File: config.mk
export PLATFORM = sky130hd
export DESIGN_NAME = suffixed_number_parser
export DESIGN_NICKNAME = d
export VERILOG_FILES = /design/src/rtl/core/snp_pkg.sv /design/src/rtl/core/suffixed_number_parser.sv
export VERILOG_INCLUDE_DIRS = /design/src /design/src/rtl/core
export SDC_FILE = /design/constraint.sdc
export NUM_CORES = 2
export LEC_CHECK = 0
export ABC_AREA = 1
export BUFFER_PORTS_ARGS = -buffer_cell sky130_fd_sc_hd__buf_2
export CAP_MARGIN = 10
export CORE_ASPECT_RATIO = 0.5
export CORE_MARGIN = 2
export CORE_UTILIZATION = 60
export DETAILED_ROUTE_END_ITERATION = 10
export PLACE_DENSITY = 0.9
export SYNTH_ARGS = -nofsm -noshare
export SYNTH_HDL_FRONTEND = slang
export SYNTH_SLANG_ARGS = --single-unit
File: constraint.sdc
create_clock -name clock -period 15.2 [get_ports clock]
set_input_delay 3.04 -clock clock [delete_from_list [all_inputs] [get_ports clock]]
set_output_delay 3.04 -clock clock [all_outputs]
set_load 0.1 [all_outputs]
File: src/rtl/core/suffixed_number_parser_assert.svh
// Assertion macros for the suffixed number parser.
// Included by the top level; needs no other file.
`ifndef SUFFIXED_NUMBER_PARSER_ASSERT_SVH
`define SUFFIXED_NUMBER_PARSER_ASSERT_SVH

// Same-cycle implication, disabled during reset
`define SNP_ASSERT_IMP(label, clk, rst, ante, cons) \
   label: assert property (@(posedge clk) disable iff (rst) (ante) |-> (cons)) \
      else $error("suffixed_number_parser: assertion failed");

// Next-cycle implication, disabled during reset
`define SNP_ASSERT_NEXT(label, clk, rst, ante, cons) \
   label: assert property (@(posedge clk) disable iff (rst) (ante) |=> (cons)) \
      else $error("suffixed_number_parser: assertion failed");

`endif

File: src/rtl/core/snp_pkg.sv
// Shared types, character codes and helper functions for the suffixed number parser.
// No dependencies.
`timescale 1ns / 1ps
`default_nettype none

package snp_pkg;

   localparam int ValueW   = 64;
   localparam int CharW    = 8;
   localparam int PowerW   = 3;
   localparam int ShiftBin = 10;
   localparam int WideW    = ValueW + ShiftBin;
   localparam int Stages   = 6;   // largest suffix power

   // ASCII codes
   localparam logic [CharW-1:0] CharZero   = 8'h30;
   localparam logic [CharW-1:0] CharNine   = 8'h39;
   localparam logic [CharW-1:0] CharUpperA = 8'h41;
   localparam logic [CharW-1:0] CharUpperZ = 8'h5A;
   localparam logic [CharW-1:0] CaseOffset = 8'h20;
   localparam logic [CharW-1:0] CharKilo   = 8'h6B;
   localparam logic [CharW-1:0] CharMega   = 8'h6D;
   localparam logic [CharW-1:0] CharGiga   = 8'h67;
   localparam logic [CharW-1:0] CharTera   = 8'h74;
   localparam logic [CharW-1:0] CharPeta   = 8'h70;
   localparam logic [CharW-1:0] CharExa    = 8'h65;

   // Suffix powers
   localparam logic [PowerW-1:0] PowNone = 3'd0;
   localparam logic [PowerW-1:0] PowKilo = 3'd1;
   localparam logic [PowerW-1:0] PowMega = 3'd2;
   localparam logic [PowerW-1:0] PowGiga = 3'd3;
   localparam logic [PowerW-1:0] PowTera = 3'd4;
   localparam logic [PowerW-1:0] PowPeta = 3'd5;
   localparam logic [PowerW-1:0] PowExa  = 3'd6;

   // One item in flight through the scaling pipeline
   typedef struct packed {
      logic [ValueW-1:0] value;
      logic [PowerW-1:0] power;   // scale steps still to apply
      logic              err;
      logic              binary;  // 1: steps of 1024, 0: steps of 1000
   } snp_stage_type;

   function automatic logic is_digit(input logic [CharW-1:0] c);
      return (c >= CharZero) && (c <= CharNine);
   endfunction

   // Power of a suffix letter, either case; PowNone if not a suffix
   function automatic logic [PowerW-1:0] suffix_power_of(input logic [CharW-1:0] c);
      logic [CharW-1:0] lc;
      logic [PowerW-1:0] p;
      lc = ((c >= CharUpperA) && (c <= CharUpperZ)) ? c + CaseOffset : c;
      unique case (lc)
         CharKilo: p = PowKilo;
         CharMega: p = PowMega;
         CharGiga: p = PowGiga;
         CharTera: p = PowTera;
         CharPeta: p = PowPeta;
         CharExa:  p = PowExa;
         default:  p = PowNone;
      endcase
      return p;
   endfunction

   // One scale step: times 1024, or times 1000 as x*1024 - x*16 - x*8
   function automatic snp_stage_type scale_step(input snp_stage_type s);
      snp_stage_type    r;
      logic [WideW-1:0] base;
      logic [WideW-1:0] wide;
      r    = s;
      base = {{ShiftBin{1'b0}}, s.value};
      wide = s.binary ? (base << ShiftBin)
                      : (base << ShiftBin) - (base << 4) - (base << 3);
      if (s.err) begin
         r.power = PowNone;
         r.value = '0;
      end else if (s.power != PowNone) begin
         r.power = s.power - 3'd1;
         if (|wide[WideW-1:ValueW]) begin
            r.err   = 1'b1;
            r.power = PowNone;
            r.value = '0;
         end else begin
            r.value = wide[ValueW-1:0];
         end
      end
      return r;
   endfunction

endpackage

`default_nettype wire

File: src/rtl/core/suffixed_number_parser.sv
// Suffixed number parser top level: digit accumulator and suffix scaling pipeline.
// Depends on snp_pkg and suffixed_number_parser_assert.svh.
//
// Usage:
//   req_* carries one character per beat (tdata), tlast on the final
//   character of a string. Digits build a 64-bit value; a final k m g t p e
//   (either case) scales it by 1000^n, or by 1024^n when csr_wr_data = 1
//   was written. One rsp beat is produced per string: tdata = value,
//   tuser = error (value is 0 on error).
//   Pipeline: the final character enters an entry register and then
//   six scale stages, one scale step per stage.
//   Throughput: one character per cycle while req_tready is high, set by
//   the combinational multiply-by-ten accumulate.
//   Reset: accumulator and flags clear, pipeline empties, binary mode off.
//   Stalls: when rsp_tready is low, the pipeline stages fill up behind the
//   held result; req_tready drops only once every stage holds an item.
//   User must write configuration only while no string is in flight; unchecked.
`timescale 1ns / 1ps
`default_nettype none

`include "suffixed_number_parser_assert.svh"

module suffixed_number_parser (
   input  wire logic                        clock,
   input  wire logic                        reset,
   // configuration
   input  wire logic                        csr_wr_en,
   input  wire logic                        csr_wr_data,   // binary_units
   // character stream
   input  wire logic                        req_tvalid,
   output logic                             req_tready,
   input  wire logic [snp_pkg::CharW-1:0]   req_tdata,     // [7:0] character
   input  wire logic                        req_tlast,     // last
   // result stream
   output logic                             rsp_tvalid,
   input  wire logic                        rsp_tready,
   output logic [snp_pkg::ValueW-1:0]       rsp_tdata,     // [63:0] value
   output logic                             rsp_tuser      // [0] error
);
   import snp_pkg::*;

   logic                 binary_ff;
   logic [ValueW-1:0]    acc_ff, acc_in;
   logic                 bad_ff, bad_in;
   logic                 ovf_ff, ovf_in;
   snp_stage_type        stage_ff [0:Stages];
   snp_stage_type        stage_in;
   logic [Stages:0]      vld_ff;
   logic [Stages:0]      rdy;
   logic                 accept;
   logic                 digit;
   logic [3:0]           dval;
   logic [ValueW+3:0]    prod;
   logic [ValueW-1:0]    acc_dig;
   logic                 ovf_dig;
   logic [PowerW-1:0]    pow;

   // Configuration register
   always_ff @(posedge clock) begin
      if (reset) begin
         binary_ff <= 1'b0;
      end else if (csr_wr_en) begin
         binary_ff <= csr_wr_data;
      end
   end

   // Ready chain: a stage takes a beat when empty or moving on
   assign rdy[Stages] = !vld_ff[Stages] || rsp_tready;
   for (genvar j = 0; j < Stages; j++) begin : g_rdy
      assign rdy[j] = !vld_ff[j] || rdy[j+1];
   end

   assign req_tready = rdy[0];
   assign accept     = req_tvalid && req_tready;

   // Digit step: acc*10 + d, overflow when the top bits are set
   always_comb begin
      digit   = is_digit(req_tdata);
      dval    = 4'(req_tdata - CharZero);
      prod    = {1'b0, acc_ff, 3'b000} + {3'b000, acc_ff, 1'b0} + {{ValueW{1'b0}}, dval};
      ovf_dig = ovf_ff || (|prod[ValueW+3:ValueW]);
      acc_dig = (ovf_ff || ovf_dig) ? acc_ff : prod[ValueW-1:0];
      pow     = suffix_power_of(req_tdata);
   end

   // Parse state next value and the item entering the pipeline
   always_comb begin
      acc_in          = acc_ff;
      bad_in          = bad_ff;
      ovf_in          = ovf_ff;
      stage_in.binary = binary_ff;
      stage_in.power  = PowNone;
      stage_in.err    = 1'b0;
      stage_in.value  = acc_ff;
      if (digit) begin
         acc_in = acc_dig;
         ovf_in = ovf_dig;
         stage_in.value = acc_dig;
         stage_in.err   = bad_ff || ovf_dig;
      end else begin
         bad_in = 1'b1;
         stage_in.power = pow;
         stage_in.err   = bad_ff || ovf_ff || (pow == PowNone);
      end
      if (stage_in.err) begin
         stage_in.value = '0;
         stage_in.power = PowNone;
      end
      // a string end clears the parse state
      if (req_tlast) begin
         acc_in = '0;
         bad_in = 1'b0;
         ovf_in = 1'b0;
      end
   end

   always_ff @(posedge clock) begin
      if (reset) begin
         acc_ff <= '0;
         bad_ff <= 1'b0;
         ovf_ff <= 1'b0;
      end else if (accept) begin
         acc_ff <= acc_in;
         bad_ff <= bad_in;
         ovf_ff <= ovf_in;
      end
   end

   // Pipeline valid bits: the entry takes final characters only
   always_ff @(posedge clock) begin
      if (reset) begin
         vld_ff <= '0;
      end else begin
         if (rdy[0]) begin
            vld_ff[0] <= req_tvalid && req_tlast;
         end
         for (int k = 0; k < Stages; k++) begin
            if (rdy[k+1]) begin
               vld_ff[k+1] <= vld_ff[k];
            end
         end
      end
   end

   // Pipeline data: entry item, then one power of the base per stage
   always_ff @(posedge clock) begin
      if (rdy[0]) begin
         stage_ff[0] <= stage_in;
      end
      for (int k = 0; k < Stages; k++) begin
         if (rdy[k+1]) begin
            stage_ff[k+1] <= scale_step(stage_ff[k]);
         end
      end
   end

   // Result beat
   assign rsp_tvalid = vld_ff[Stages];
   assign rsp_tdata  = stage_ff[Stages].value;
   assign rsp_tuser  = stage_ff[Stages].err;

   // Checks
   `SNP_ASSERT_IMP(a_err_zero, clock, reset, rsp_tvalid && rsp_tuser, rsp_tdata == '0)
   `SNP_ASSERT_IMP(a_all_scaled, clock, reset, vld_ff[Stages], stage_ff[Stages].power == PowNone)
   `SNP_ASSERT_NEXT(a_clear_on_end, clock, reset, accept && req_tlast,
                    (acc_ff == '0) && !bad_ff && !ovf_ff)

endmodule

`default_nettype wire

# Word-level counts from Yosys, hierarchy flattened

Memory sizes are Yosys's and may differ from the RTL's.
Cells that the tools add are included.

Register bits: 74
Memory bits (writable): 483
Input port bits: 15
Word-level logic and storage cells: 159
Memories kept: 1

Add/subtract/negate cells: 22
$lt $le $gt $ge: 4
Eq/ne operators: 7
Mux-type cells: 74
Reduce and logical (&&, ||, !) cells: 40

Memories:

| memory   | depth | width | rd ports | clocked after Yosys merged registers in | wr ports | RTL line                     | source |
|---|---|---|---|---|---|---|---|
| stage_ff | 7     | 69    | 7        | 0                                       | 7        | suffixed_number_parser.sv:46 | `snp_stage_type stage_ff [0:Stages];` |

Operators with widths:

| cell                                                                  | number |
|---|---|
| 67-bit two-way mux                                                    | 13 |
| 64-bit two-way mux                                                    | 9 |
| 74-bit two-way mux                                                    | 6 |
| 74-bit by 67-bit subtractor with 74-bit output                        | 6 |
| 74-bit by 68-bit subtractor with 74-bit output                        | 6 |
| 68-bit two-way mux                                                    | 6 |
| 67-bit by 65-bit adder with 68-bit output                             | 1 |
| 68-bit by 4-bit adder with 68-bit output                              | 1 |
| 10-bit OR reduction                                                   | 6 |
| 8-bit by 7-bit equality test with 1-bit output, second input constant | 6 |
| 1-bit two-way mux                                                     | 31 |
| 4-bit two-way mux                                                     | 6 |
| 3-bit case mux with 6 select lines                                    | 1 |
| 3-bit nonzero test                                                    | 6 |
| 3-bit by 1-bit subtractor with 3-bit output, second input constant    | 6 |
| 1-bit logical OR                                                      | 12 |
| 8-bit by 6-bit adder with 8-bit output, second input constant         | 1 |
| 8-bit by 6-bit >= comparator with 1-bit output, second input constant | 1 |
| 8-bit by 7-bit >= comparator with 1-bit output, second input constant | 1 |
| 8-bit by 6-bit <= comparator with 1-bit output, second input constant | 1 |
| 8-bit by 7-bit <= comparator with 1-bit output, second input constant | 1 |
| 8-bit two-way mux                                                     | 1 |
| 1-bit logical NOT                                                     | 7 |
| 1-bit logical AND                                                     | 4 |
| other kinds (7)                                                       | 8 |

# Logic depth before layout (Yosys ltp)

Depth after elaboration: 10
Mapped depth: 27

# Least setup slack after synthesis

Ideal clock, no wire load.

Path type: in2out
Start: input rsp_tready
End: output req_tready
Data arrival time: 12730 ps
Required time: 12160 ps
Slack: -570 ps
Cell stages on the path: 12
Path through: nor2_1 > inv_1 > nor2_1 > inv_1 > nor2_1 > inv_1 > nor2_1 > inv_1 > nor2_1 > inv_1 > nor2_1 > nand2_1

Longest elaborated chain between the ends: 7

Ends and longest elaborated chain:

| what                           | RTL line                     | source |
|---|---|---|
| from (decl)                    | suffixed_number_parser.sv:36 | `input wire logic rsp_tready,` |
| 1-bit logical OR               | suffixed_number_parser.sv:68 | `assign rdy[Stages] = !vld_ff[Stages] \|\| rsp_tready;` |
| via rdy[6]                     | suffixed_number_parser.sv:49 | `logic [Stages:0] rdy;` |
| 1-bit logical OR               | suffixed_number_parser.sv:70 | `assign rdy[j] = !vld_ff[j] \|\| rdy[j+1];` |
| via rdy[5]                     | suffixed_number_parser.sv:49 |  |
| 1-bit logical OR               | suffixed_number_parser.sv:70 |  |
| via rdy[4]                     | suffixed_number_parser.sv:49 |  |
| 1-bit logical OR               | suffixed_number_parser.sv:70 |  |
| via rdy[3]                     | suffixed_number_parser.sv:49 |  |
| 1-bit logical OR               | suffixed_number_parser.sv:70 |  |
| via rdy[2]                     | suffixed_number_parser.sv:49 |  |
| 1-bit logical OR (2 in series) | suffixed_number_parser.sv:70 |  |
| to (decl)                      | suffixed_number_parser.sv:31 | `output logic req_tready,` |

The timed path passes the listed nets, and every way through them passes these cells.

# Worst setup path in the final report

Same ends and word-level chain as after synthesis.

==> key figures <==
Run status
  – Outcome: finished clean

Run
  – Maxcap violations: 0

Synth
  – Yosys cell types: 62
  – Cell area after synthesis: 76000 um^2
  – Post-synth EDFFs: 479
  – Part of the Yosys area used for sequential elements: 20.9%
  – Yosys warning total: 0
  – Seq cells post-synth: 553
  – Synthesized netlist cell count: 11700
  – Syn Nets: 12700
  – Syn Area/Cell: 6.48 um^2
  – Ys async rst share: 0%
  – Post-synth top flop: edfxtp_1

Floorplanning
  – Die area: 130000 um^2
  – Vert. Die Dim: 256 um
  – Die X-Extent: 507 um
  – Initial Util: 60.4%
  – Core ar.: 126000 um^2
  – Rows: 92
  – Ports: 82

Layout
  – Layout cells sized above 1: 3.71%
  – P&R area growth vs syn: 5.01%
  – Diode count: 0
  – Nets: 12600

Power
  – Seq pwr share: 48.3%
  – Pwr/cell area: 42.4 nW/um^2
  – Sw Pwr: 880 uW
  – Switching Fraction: 26.0%
  – P_int: 2510 uW
  – Final total power: 3390 uW
  – Pleak: 0.0451 uW
  – Combinational fraction of design power: 7.0%
  – Peak VDD IR: 0.0000839 V
  – Clock network power share: 44.7%

CTS
  – Hold bufs inserted after CTS: 0
  – Total setup buffers inserted after CTS: 0
  – Clk_lat worst skew: 0.70 ns
  – H-tree depth: 2
  – Clock Sinks: 553
  – CTS Buf Count: 57
  – Root Driver: clkbuf_16
  – Worst-path clk slew: 0.07 ns
  – TritonCTS clock tree: done
  – Gates resized, CTS repair: 0
  – CTS max path bufs: 3

Timing
  – Clock skew: 0.0280 ns
  – RSZ-0062 raised after global routing: no
  – Final Hold Fails: 0
  – Peak Freq: 93.3 MHz
  – Slew @ Worst Pin: 1.02 ns
  – Final setup fails: 0
  – Slew margin rel.: 31.9%
  – Final min period: 10.71 ns
  – Setup_tns: 0 ns
  – Fin crit share: 70.5%
  – Max-slew violations: 0

Worst setup path
  – RR Endpoint: acc_ff[40]
  – CP Launch Type: input pin
  – Peak fanout along the critical path: 71
  – FF-to-FF setup slack: 9.11 ns
  – Worst Setup Path Type: in2out
  – R2R Path Start: vld_ff[6]
  – Crit end category: primary output
  – Crit path required time: 12.16 ns
  – R2R depth: 23
  – WP data arrival: 7.67 ns

Place
  – HPWL Detailed: 222 mm
  – I/O Buffers: 81
  – Gpl congestion: 1.08

Routing
  – DRC viols: 0
  – Final ANT Viol Nets: 0
  – WL/cell: 20.3 um
  – Via density per instance: 5.88
  – Vias: 78800
  – Initial DRC Count: 8306
  – DRT Wirelength: 272 mm
  – First-pass iteration count of the detailed router: 9

Global route
  – Largest net degree at the start of global routing: 75
  – Total global-route track usage: 41.1%
  – Initial antenna violation count: 1
  – First-pass GRT wire length: 421 mm
  – Vias in the first global route: 77600
  – Congestion Overflow GR: 0

Worst hold path
  – Hold Path Depth: 0
  – Tightest Hold Check Type: reg2reg
  – Min-Delay Endpoint: stage_ff[0][0]
  – Hold path start: binary_ff
## kinds of logic after synthesis
kind of cell               after synthesis  share of synthesized area (%)
muxes                                    1                         0.0132
and+or+nand+nor                       5852                           31.2
xor gates and xnor gates               292                           3.38
DFF                                    553                           20.9
AOI/OAI and AO/OA                     1926                           14.5
buffers and inverters                 2134                           10.9
adders and majority gates              963                           19.3
## cell type report
class,count,area (um^2)
tap,1692,2120
sequential,553,15900
fill,11900,46000
clock buffer,65,1510
inverter,1877,7050
clock inverter,42,453
timing repair buffer,137,826
multi-input combinational,9034,52000
## through the flow
stage | setup slack [ns] | instance area [um^2] | hold WS [ns] | instances | util [%]
after floorplan | 0.277 | 76000 | 0.408 | 11700 | -
after global placement | 4.54 | 77800 | 0.417 | 13300 | 61.9
after detailed placement | 4.48 | 77800 | 0.419 | 13300 | 61.9
after CTS | 4.46 | 79800 | 0.436 | 13400 | 63.4
after global routing | 4.04 | 79800 | 0.442 | 13400 | 63.4
final | 4.49 | 79800 | 0.435 | 13400 | 63.4
## cell usage after synthesis, types with 52 or more instances
cell      count  area, um^2
edfxtp_1    479       14400
nand2_1    3631       13600
xor2_1      179        1570
nand4_1      97         607
xnor2_1     111         972
clkbuf_1    183         687
dfxtp_1      74        1480
inv_1      1845        6930
o21bai_1    107         803
a21oi_1     893        4470
ha_1        619        7740
nand3_1     640        3200
nor2_1     1219        4580
fa_1        344        6890
o21ai_0     495        2480
o21ai_2      52         455
o211ai_1    155        1160
nor3_1      100         500
## power groups by stage
stage	Sequential [uW]	Clock [uW]	Combinational (uW)
floorplan	1670	0	162
global route	1630	1570	251
global placement	1670	0	226
CTS	1630	1530	229
detailed placement	1670	0	228
finish	1630	1510	237
## metal layers
metal | track usage, % | share of wire, % | up-vias | routed length (um)
met5 | 0 | 0 | - | 0
met3 | 6.17 | 8.6 | 1059 | 23400
met2 | 71.1 | 47 | 4085 | 128000
li1 | - | - | 37600 | -
met4 | 25.6 | 7.5 | 0 | 20300
met1 | 47.9 | 37 | 36100 | 99400
## flip-flops by register name, indices dropped and copies added (netlist names)
register   flops
ovf_ff         1
binary_ff      1
stage_ff     479
bad_ff         1
vld_ff         7
acc_ff        64
## critical path, stage by stage
cell,delay [ns]
buf_2,0.08
nor2_1,0.05
inv_2,0.05
nor2_1,0.05
inv_2,0.04
buf_4,0.63
nor2_1,0.12
inv_2,0.07
buf_4,0.66
nor2_1,0.11
inv_2,0.08
buf_4,0.64
nor2_1,0.14
inv_2,0.08
buf_4,0.65
nor2_1,0.35
nand2_4,0.25
buf_2,0.52
## how the worst max path moves through the flow
stage | start | to | slack, ns
3_3_place_gp | rsp_tready | req_tready | 4.54
5_1_grt | rsp_tready | req_tready | 4.04
3_5_place_dp | rsp_tready | req_tready | 4.48
2_1_floorplan | rsp_tready | req_tready | 0.28
4_1_cts | rsp_tready | req_tready | 4.46
6_report | rsp_tready | req_tready | 4.49
## placed cells by master, fill, tap and decap left out, types with 14 or more instances in the layout
| master | count |
|---|---|
| clkbuf_16 | 58 |
| xor2_1 | 179 |
| o21a_1 | 43 |
| nor2_2 | 18 |
| a21oi_1 | 893 |
| nand2_2 | 28 |
| and2_1 | 18 |
| edfxtp_1 | 479 |
| nand3_1 | 640 |
| buf_4 | 56 |
| o21bai_1 | 107 |
| a21o_1 | 40 |
| nand4_1 | 97 |
| o21ai_0 | 495 |
| dfxtp_1 | 74 |
| ha_1 | 619 |
| o21ai_2 | 51 |
| clkinv_1 | 16 |
| xnor2_1 | 111 |
| nor2_1 | 1209 |
| o21ai_1 | 14 |
| a21boi_0 | 19 |
| fa_1 | 344 |
| inv_1 | 1836 |
| buf_2 | 81 |
| o211ai_1 | 155 |
| a31oi_1 | 29 |
| nor3_1 | 99 |
| or2_2 | 21 |
| nand2_1 | 3627 |
| o22ai_1 | 30 |
| inv_2 | 31 |
| nor4_1 | 36 |
Power figures use the tool's default switching activity.
